===== src/sv/llrp_pkg.sv =====
// ============================================================================
// llrp_pkg - shared types and constants of the replica placer
// Sizes, field widths, status and register codes, and the command and
// status words between the controller and the datapath.
// ============================================================================
package llrp_pkg;

    localparam int MAX_NODES  = 16;
    localparam int MAX_SLOTS  = 16;
    localparam int NODE_W     = $clog2(MAX_NODES);
    localparam int SLOT_W     = $clog2(MAX_SLOTS);
    localparam int SLOT_DEPTH = MAX_NODES * MAX_SLOTS;
    localparam int SLOT_AW    = NODE_W + SLOT_W;
    localparam int CFG_W      = 5;
    localparam int CFG_IDX_W  = 2;
    localparam int CNT_W      = 16;
    localparam int CNT_IDX_W  = $clog2(CNT_W);
    localparam int BYTES_W    = 48;
    localparam int SIZE_W     = 31;
    localparam int REM_W      = SLOT_W + 1;
    localparam int STATUS_W   = 2;
    localparam int SLOT_WORD_W = BYTES_W + CNT_W;

    localparam logic [CNT_W-1:0]   CNT_MAX   = '1;
    localparam logic [BYTES_W-1:0] BYTES_MAX = '1;

    localparam logic [STATUS_W-1:0] STATUS_PLACED  = 2'd0;
    localparam logic [STATUS_W-1:0] STATUS_CLEARED = 2'd1;
    localparam logic [STATUS_W-1:0] STATUS_RANGE   = 2'd2;

    localparam logic FUNC_CLEAR = 1'b0;
    localparam logic FUNC_PLACE = 1'b1;

    localparam logic [CFG_IDX_W-1:0] REG_NUM_NODES      = 2'd0;
    localparam logic [CFG_IDX_W-1:0] REG_SLOTS_PER_NODE = 2'd1;

    // Candidate order: home, ring predecessor, ring successor.
    localparam logic [1:0] CAND_HOME = 2'd0;
    localparam logic [1:0] CAND_PRED = 2'd1;
    localparam logic [1:0] CAND_SUCC = 2'd2;
    localparam logic [1:0] SCAN_LAST = 2'd3;

    typedef enum logic [2:0] {
        ST_IDLE,
        ST_CHECK,
        ST_SCAN,
        ST_DIV,
        ST_SLOT_RD,
        ST_SLOT_UPD,
        ST_DONE
    } t_state;

    typedef struct packed {
        logic                 capture;
        logic                 clear_all;
        logic                 res_short;
        logic                 node_rd;
        logic [1:0]           cand_sel;
        logic                 scan_take;
        logic                 scan_first;
        logic                 div_clear;
        logic                 div_step;
        logic [CNT_IDX_W-1:0] div_idx;
        logic                 slot_rd;
        logic                 slot_upd;
        logic                 out_load;
    } t_ctrl_cmd;

    typedef struct packed {
        logic is_place;
        logic home_bad;
        logic out_busy;
    } t_dp_status;

    typedef struct packed {
        logic [NODE_W-1:0]   target_node;
        logic [SLOT_W-1:0]   slot_index;
        logic [BYTES_W-1:0]  slot_bytes;
        logic [CNT_W-1:0]    slot_chunks;
        logic [STATUS_W-1:0] status;
    } t_out_word;

endpackage


===== src/sv/llrp_ctrl.sv =====
// ============================================================================
// llrp_ctrl - sequencer of the replica placer
// Steps one word through check, candidate scan, slot division and update.
// ============================================================================
module llrp_ctrl import llrp_pkg::*; (
    input  logic       i_clk,
    input  logic       i_rst_n,
    input  logic       i_in_valid,
    output logic       o_in_ready,
    input  t_dp_status i_status,
    output t_ctrl_cmd  o_cmd
);

    t_state               r_state, n_state;
    logic [1:0]           r_k, n_k;
    logic [CNT_IDX_W-1:0] r_cnt, n_cnt;

    always_ff @(posedge i_clk) begin
        if (!i_rst_n) begin
            r_state <= ST_IDLE;
            r_k     <= CAND_HOME;
            r_cnt   <= '0;
        end else begin
            r_state <= n_state;
            r_k     <= n_k;
            r_cnt   <= n_cnt;
        end
    end

    always_comb begin
        n_state    = r_state;
        n_k        = r_k;
        n_cnt      = r_cnt;
        o_cmd      = '0;
        o_in_ready = 1'b0;
        o_cmd.div_idx = r_cnt;
        case (r_state)
            ST_IDLE: begin
                o_in_ready = 1'b1;
                if (i_in_valid) begin
                    o_cmd.capture = 1'b1;
                    n_state       = ST_CHECK;
                end
            end
            ST_CHECK: begin
                if (!i_status.is_place) begin
                    o_cmd.clear_all = 1'b1;
                    o_cmd.res_short = 1'b1;
                    n_state         = ST_DONE;
                end else if (i_status.home_bad) begin
                    o_cmd.res_short = 1'b1;
                    n_state         = ST_DONE;
                end else begin
                    o_cmd.node_rd  = 1'b1;
                    o_cmd.cand_sel = CAND_HOME;
                    n_k            = CAND_PRED;
                    n_state        = ST_SCAN;
                end
            end
            ST_SCAN: begin
                // Each cycle takes the load read last cycle and, until the successor is read, reads the next one.
                o_cmd.scan_take  = 1'b1;
                o_cmd.scan_first = (r_k == CAND_PRED);
                if (r_k == SCAN_LAST) begin
                    o_cmd.div_clear = 1'b1;
                    n_cnt           = CNT_IDX_W'(CNT_W - 1);
                    n_state         = ST_DIV;
                end else begin
                    o_cmd.node_rd  = 1'b1;
                    o_cmd.cand_sel = r_k;
                    n_k            = r_k + 2'd1;
                end
            end
            ST_DIV: begin
                o_cmd.div_step = 1'b1;
                if (r_cnt == '0) begin
                    n_state = ST_SLOT_RD;
                end else begin
                    n_cnt = r_cnt - 1'b1;
                end
            end
            ST_SLOT_RD: begin
                o_cmd.slot_rd = 1'b1;
                n_state       = ST_SLOT_UPD;
            end
            ST_SLOT_UPD: begin
                o_cmd.slot_upd = 1'b1;
                n_state        = ST_DONE;
            end
            ST_DONE: begin
                if (!i_status.out_busy) begin
                    o_cmd.out_load = 1'b1;
                    n_state        = ST_IDLE;
                end
            end
            default: begin
                n_state = ST_IDLE;
            end
        endcase
    end

endmodule


===== config.mk =====
export PLATFORM = sky130hd
export DESIGN_NAME = llrp_ctrl
export DESIGN_NICKNAME = d
export VERILOG_FILES = /design/src/sv/llrp_pkg.sv /design/src/sv/llrp_ctrl.sv
export SDC_FILE = /design/constraint.sdc
export NUM_CORES = 1
export LEC_CHECK = 0
export BUFFER_PORTS_ARGS = -buffer_cell sky130_fd_sc_hd__buf_2
export CAP_MARGIN = 20
export CORE_AREA = 4 4 45 51
export CTS_BUF_LIST = sky130_fd_sc_hd__clkbuf_8
export DETAILED_ROUTE_END_ITERATION = 10
export DIE_AREA = 0 0 49 55
export HOLD_SLACK_MARGIN = 0.06
export SLEW_MARGIN = 20
export SYNTH_ARGS = -nofsm -noshare
export SYNTH_HDL_FRONTEND = slang
export SYNTH_SLANG_ARGS = --single-unit

===== constraint.sdc =====
create_clock -name i_clk -period 4.5 [get_ports i_clk]
set_input_delay 0.675 -clock i_clk [delete_from_list [all_inputs] [get_ports i_clk]]
set_output_delay 0.675 -clock i_clk [all_outputs]
set_load 0.03 [all_outputs]

==> results of run 1 <==
[area by class of cell]
cell class                      count  area (um^2)  area share
Clock buffer                        3        41.29     0.04853
Clock inverter                      1        3.754    0.004412
Inverter                            7        26.28     0.03088
Multi-Input combinational cell     58        461.7      0.5426
Sequential cell                     9        180.2      0.2118
Tap cell                           18        22.52     0.02647
Timing Repair Buffer               23        115.1      0.1353
[worst register-to-register path: cells and delay by family (launching register included)]
kind	cells	cell delay (ns)
flops	1	0.31
simple gates	1	0.42
fa+ha+maj	1	0.18
buf+inv	1	0.09
compound gates	2	0.39
[cell families after synthesis]
kind of cell               after synthesis  share of synthesized area
and+or+nand+nor                         32                     0.3303
DFF                                      9                     0.2599
adders and majority gates                5                    0.09025
buffers and inverters                   11                    0.07399
AOI/OAI and AO/OA                       21                     0.2455
[layer usage]
layer  wire [um]  part of all wire  GRT usage
met1         707              0.46     0.1360
met2         720              0.47     0.2087
met3         105             0.068    0.03485
met5           0                 0          0
met4          12            0.0078    0.08072
[power by group through the flow]
stage                logic, W  registers (W)  clock network, W
floorplan           0.0000508      0.0000885                 0
detailed placement  0.0000566      0.0000963                 0
global route        0.0000612      0.0000961          0.000100
CTS                 0.0000567      0.0000946         0.0000972
finish              0.0000560      0.0000946         0.0000927
global placement    0.0000564      0.0000959                 0
[state kept, by name, indices dropped and copies added (netlist names)]
name / cells
r_k: 2
r_cnt: 4
r_state: 3
[path summary, 6_finish.rpt]
path / start / endpoint / slack (ns) / cells past startpoint
worst min register to register: r_cnt[1] / r_cnt[1] / 0.51 / 2
worst max-delay path: r_state[0] / o_cmd[14] / 2.19 / 3
worst max register to register: r_cnt[1] / r_cnt[0] / 2.99 / 5
worst min-delay path: r_cnt[1] / r_cnt[1] / 0.51 / 2
[through the flow]
step                power [W]  std cells  setup WS, ns
CTS                 0.0002485        119         2.179
global route        0.0002576        119         2.139
floorplan           0.0001393         78         2.144
detailed placement  0.0001529        115         2.426
finish              0.0002432        119         2.191
global placement    0.0001524        115         2.437
[synthesized netlist by cell type, types with 2 or more instances]
cell      number  area [um^2]
ha_1           5        62.56
a211oi_2       2        25.02
inv_1          6        22.52
a211oi_1       3        22.52
a21oi_1        2        10.01
nor3b_1        4        30.03
nor2_1         3        11.26
nand2b_1       2        12.51
nand3b_1       2        15.01
buf_2          2        10.01
nor3_1         2        10.01
o21a_1         2        15.01
and3_1         4        25.02
and2_1         3        18.77
nor2b_1        3        18.77
o21ba_2        2        20.02
dfxtp_1        9        180.2
[layout by cell type, fill, tap and decap left out, types with 2 or more instances in the layout]
master	Yosys	final
buf_2	2	23
dfxtp_1	9	9
inv_1	6	7
ha_1	5	5
nor3b_1	4	4
and3_1	4	4
nor2_1	3	3
and2_1	3	3
nor2b_1	3	3
a211oi_1	3	3
clkbuf_8	0	3
nand3b_1	2	2
nor3_1	2	2
o21ba_2	2	2
nand2b_1	2	2
a211oi_2	2	2
a21oi_1	2	2
o21a_1	2	2
==> results.py, run 1 <==
metrics = {
    "outcome": {
        "status": "finished clean",
    },
    "clocking": {
        "cts_setup_buffers": 0,
        "cts_buffers": 3,
        "clk_latency_ns": 0.23,
        "htreeDepth": 1,
        "cts-root-buf": "clkbuf_8",
        "cts_sinks": 9,
        "cts_hold_buf": 0,
        "clk_path_buf_depth": 2,
        "path_clk_slew_ns": 0.05,
        "cts_tree": "yes",
        "cts.repair.resized": 0,
    },
    "power": {
        "p_per_area_mw_per_mm2": 285.9,
        "p_seq_frac": 0.389,
        "p_leak_nw": 0.4182,
        "power_frac_clock": 0.381,
        "power_switching_w": 0.00007665,
        "comb_power_share": 0.230,
        "swShare": 0.3151,
        "p_int_w": 0.0001666,
        "peakVddDrop_v": 0.0001514,
    },
    "worst_setup_path": {
        "critPathMaxStageDelay_ns": 0.57,
        "worst_ep_required_time_ns": 3.83,
        "worstPathMaxFanout": 15,
        "critical_path.top_delay_family": "simple AND/OR/NAND/NOR gates",
        "arrival_ns": 1.63,
        "cp-end-kind": "primary output",
        "path_cells": "or3b_2, nor2b_1, buf_2",
        "worst-path-buf-inv": 1,
        "critPathLaunchType": "flop",
        "crit_type": "reg -> out",
        "slowest_stage": "dfxtp_1",
    },
    "final_layout": {
        "num_antenna_cells": 0,
        "area_growth_pct": 22.74,
        "design_area_um2": 850.8,
        "post-route-util": 0.4830,
        "nets": 113,
        "fillerInstances": 185,
        "drive_gt1_frac": 0.3663,
    },
    "timing": {
        "slew_headroom": 0.6897,
        "finalClockSkew_ns": 0.002201,
        "max_slew.worst_pin.slew_ns": 0.4648,
        "finalSetupTns_ns": 0,
        "finalCriticalPeriod_ns": 2.309,
        "min_period_over_period": 0.5131,
        "setup_violations": 0,
        "slew_viol_final": 0,
        "hold_violations": 0,
        "fmax_ghz": 0.4331,
        "grt_setup_unrepaired": "no",
        "finalHoldWorstSlack_ns": 0.5147,
    },
    "floorplan": {
        "num_io_pins": 24,
        "die-area_mm2": 0.002695,
        "fp-row-count": 16,
        "die_w_um": 49,
        "core-area_mm2": 0.001762,
        "start_util": 0.3935,
        "die_h_um": 55,
    },
    "route": {
        "drt_iter0_markers": 8,
        "route.detailed.wl_per_inst_um": 12.99,
        "via_per_inst": 5.420,
        "first_pass_iters": 4,
        "wirelength_um": 1546,
        "drc": 0,
        "vias": 645,
        "ant_nets": 0,
    },
    "yosys": {
        "syn-cell-area_um2": 693.2,
        "synth-seq-cells": 9,
        "postSynthAreaPerCell_um2": 8.887,
        "yosysSeqAreaShare": 0.2599,
        "yosys_warnings": 0,
        "syn_inst": 78,
        "synth_async_sr_flop_share": 0,
        "ys.flop_type": "dfxtp_1",
        "synth_edf_count": 0,
        "synth_cell_types": 39,
        "syn-num-nets": 89,
    },
    "global_route": {
        "first_global_vias": 613,
        "grt_use_total": 0.1226,
        "antenna_found_initial": 0,
        "grt_pass1_wl_um": 2546,
        "grt_overflow": 0,
        "grt_max_degree": 20,
    },
    "placement": {
        "dp_hpwl_um": 1132,
        "portBuffers": 23,
        "gp_congestion": 0.7153,
        "place_area_um2": 805.8,
    },
    "worst_hold_path": {
        "hp-class": "reg -> reg",
    },
    "job": {
        "drv_cap": 0,
    },
}
Note: power is estimated with default switching activity, not from simulation.
==> inputs of run 2 (changes only) <==
==> constraint.sdc (replaced) <==
create_clock -name i_clk -period 2.4 [get_ports i_clk]
set_input_delay 0.36 -clock i_clk [delete_from_list [all_inputs] [get_ports i_clk]]
set_output_delay 0.36 -clock i_clk [all_outputs]
set_load 0.03 [all_outputs]
==> results.py, run 2 (same netlist as run 1, synthesis figures left out) <==
metrics = {
    "final_layout": {
        "top_register": "r_cnt",
        "layout_common_cells": "buf_2, dfxtp_1, inv_1",
        "nets": 113,
        "area_growth_pct": 22.74,
        "post-route-util": 0.4830,
        "largest_reg_flops": 4,
        "drive_gt1_frac": 0.3663,
        "design_area_um2": 850.8,
        "reg_top3": "r_cnt: 4 flops, r_state: 3 flops, r_k: 2 flops",
        "num_antenna_cells": 0,
        "layout_commonest_cell": "buf_2",
    },
    "clocking": {
        "htreeDepth": 1,
        "cts_tree": "yes",
        "cts_sinks": 9,
        "clk_latency_ns": 0.24,
        "cts_hold_buf": 0,
        "cts-root-buf": "clkbuf_8",
        "cts_setup_buffers": 0,
        "cts_buffers": 3,
        "clk_path_buf_depth": 2,
        "path_clk_slew_ns": 0.05,
        "cts.repair.resized": 0,
    },
    "power": {
        "p_leak_nw": 0.4182,
        "peakVddDrop_v": 0.0002821,
        "power_frac_clock": 0.390,
        "p_seq_frac": 0.383,
        "power_switching_w": 0.0001501,
        "swShare": 0.3242,
        "p_per_area_mw_per_mm2": 544.2,
        "comb_power_share": 0.228,
        "p_int_w": 0.0003129,
    },
    "worst_hold_path": {
        "hp-class": "in -> reg",
        "hp-start": "i_rst_n",
    },
    "route": {
        "ant_nets": 0,
        "route.detailed.wl_per_inst_um": 13.18,
        "wirelength_um": 1569,
        "first_pass_iters": 4,
        "drt_iter0_markers": 5,
        "vias": 649,
        "drc": 0,
        "via_per_inst": 5.454,
    },
    "worst_setup_path": {
        "critical_path.top_delay_family": "simple AND/OR/NAND/NOR gates",
        "worst_ep_required_time_ns": 2.04,
        "crit_type": "reg -> out",
        "slowest_stage": "dfxtp_1",
        "worstPathMaxFanout": 15,
        "arrival_ns": 1.64,
        "rr_startpoint": "r_state[1]",
        "cp-end-kind": "primary output",
        "critPathLaunchType": "flop",
        "path_cells": "or3b_2, nor2b_1, buf_2",
        "critPathMaxStageDelay_ns": 0.57,
        "crit_start": "r_state[0]",
        "worst-path-buf-inv": 1,
    },
    "timing": {
        "finalSetupTns_ns": 0,
        "timing.final.ws_setup_ns": 0.3954,
        "hold_violations": 0,
        "finalClockSkew_ns": 0.001292,
        "max_slew.worst_pin.slew_ns": 0.4809,
        "grt_setup_unrepaired": "no",
        "slew_headroom": 0.6789,
        "min_period_over_period": 0.8352,
        "finalCriticalPeriod_ns": 2.005,
        "fmax_ghz": 0.4989,
        "slew_viol_final": 0,
        "setup_violations": 0,
        "finalHoldWorstSlack_ns": 0.4062,
    },
    "placement": {
        "place_ws_ns": 0.6506,
        "place_area_um2": 805.8,
        "dp_hpwl_um": 1152,
        "portBuffers": 23,
        "gp_congestion": 0.7010,
    },
    "global_route": {
        "grt_pass1_wl_um": 2670,
        "grt_overflow": 0,
        "antenna_found_initial": 0,
        "grt_use_total": 0.1306,
        "first_global_vias": 587,
        "grt_max_degree": 20,
    },
    "floorplan": {
        "core-area_mm2": 0.001762,
        "die_h_um": 55,
        "die_w_um": 49,
        "fp-row-count": 16,
        "start_util": 0.3935,
        "die-area_mm2": 0.002695,
        "num_io_pins": 24,
    },
    "outcome": {
        "status": "finished clean",
    },
    "job": {
        "drv_cap": 0,
    },
}
run 2: cell counts in the layout (fill, tap and decap cells not counted):
No cell type changed its count.
run 2: per-layer routing:
metal | up-vias | global-route usage | wire [um]
met4 | 0 | 0.09417 | 47
met2 | 26 | 0.2022 | 635
met5 | - | 0 | 0
met1 | 286 | 0.1583 | 781
li1 | 332 | - | -
met3 | 5 | 0.03485 | 105
run 2: worst register-to-register path: cells and delay by family, from the launching register on:
family,cells,cell delay [ns]
AND/OR/NAND/NOR,1,0.22
flip-flops,1,0.61
buffers and inverters,1,0.18
AO/OA/AOI/OAI,2,0.44
run 2: power by group through the flow:
stage / registers (W) / clock network (W) / logic (W)
detailed placement: 0.000180 / 0 / 0.000107
finish: 0.000177 / 0.000180 / 0.000105
global placement: 0.000179 / 0 / 0.000106
floorplan: 0.000166 / 0 / 0.0000953
global route: 0.000181 / 0.000192 / 0.000116
CTS: 0.000177 / 0.000184 / 0.000107
run 2: layout make-up:
class,instances,area [um^2]
fill,187,910.9
multi-input combinational,58,461.7
sequential,9,180.2
timing repair buffer,23,115.1
clock buffer,3,41.29
inverter,7,26.28
tap,18,22.52
clock inverter,1,3.754
run 2: final timing paths:
check	end	slack [ns]	cells past startpoint
max reg2reg	r_cnt[3]	0.84	4
min reg2reg	r_cnt[1]	0.51	2
max	o_cmd[14]	0.40	3
min	r_state[0]	0.41	2
run 2: metrics by stage:
step | total power (W) | std cells
2_1_floorplan | 0.0002612 | 78
3_3_place_gp | 0.0002854 | 115
3_5_place_dp | 0.0002868 | 115
4_1_cts | 0.0004689 | 119
5_1_grt | 0.0004888 | 119
6_report | 0.0004630 | 119
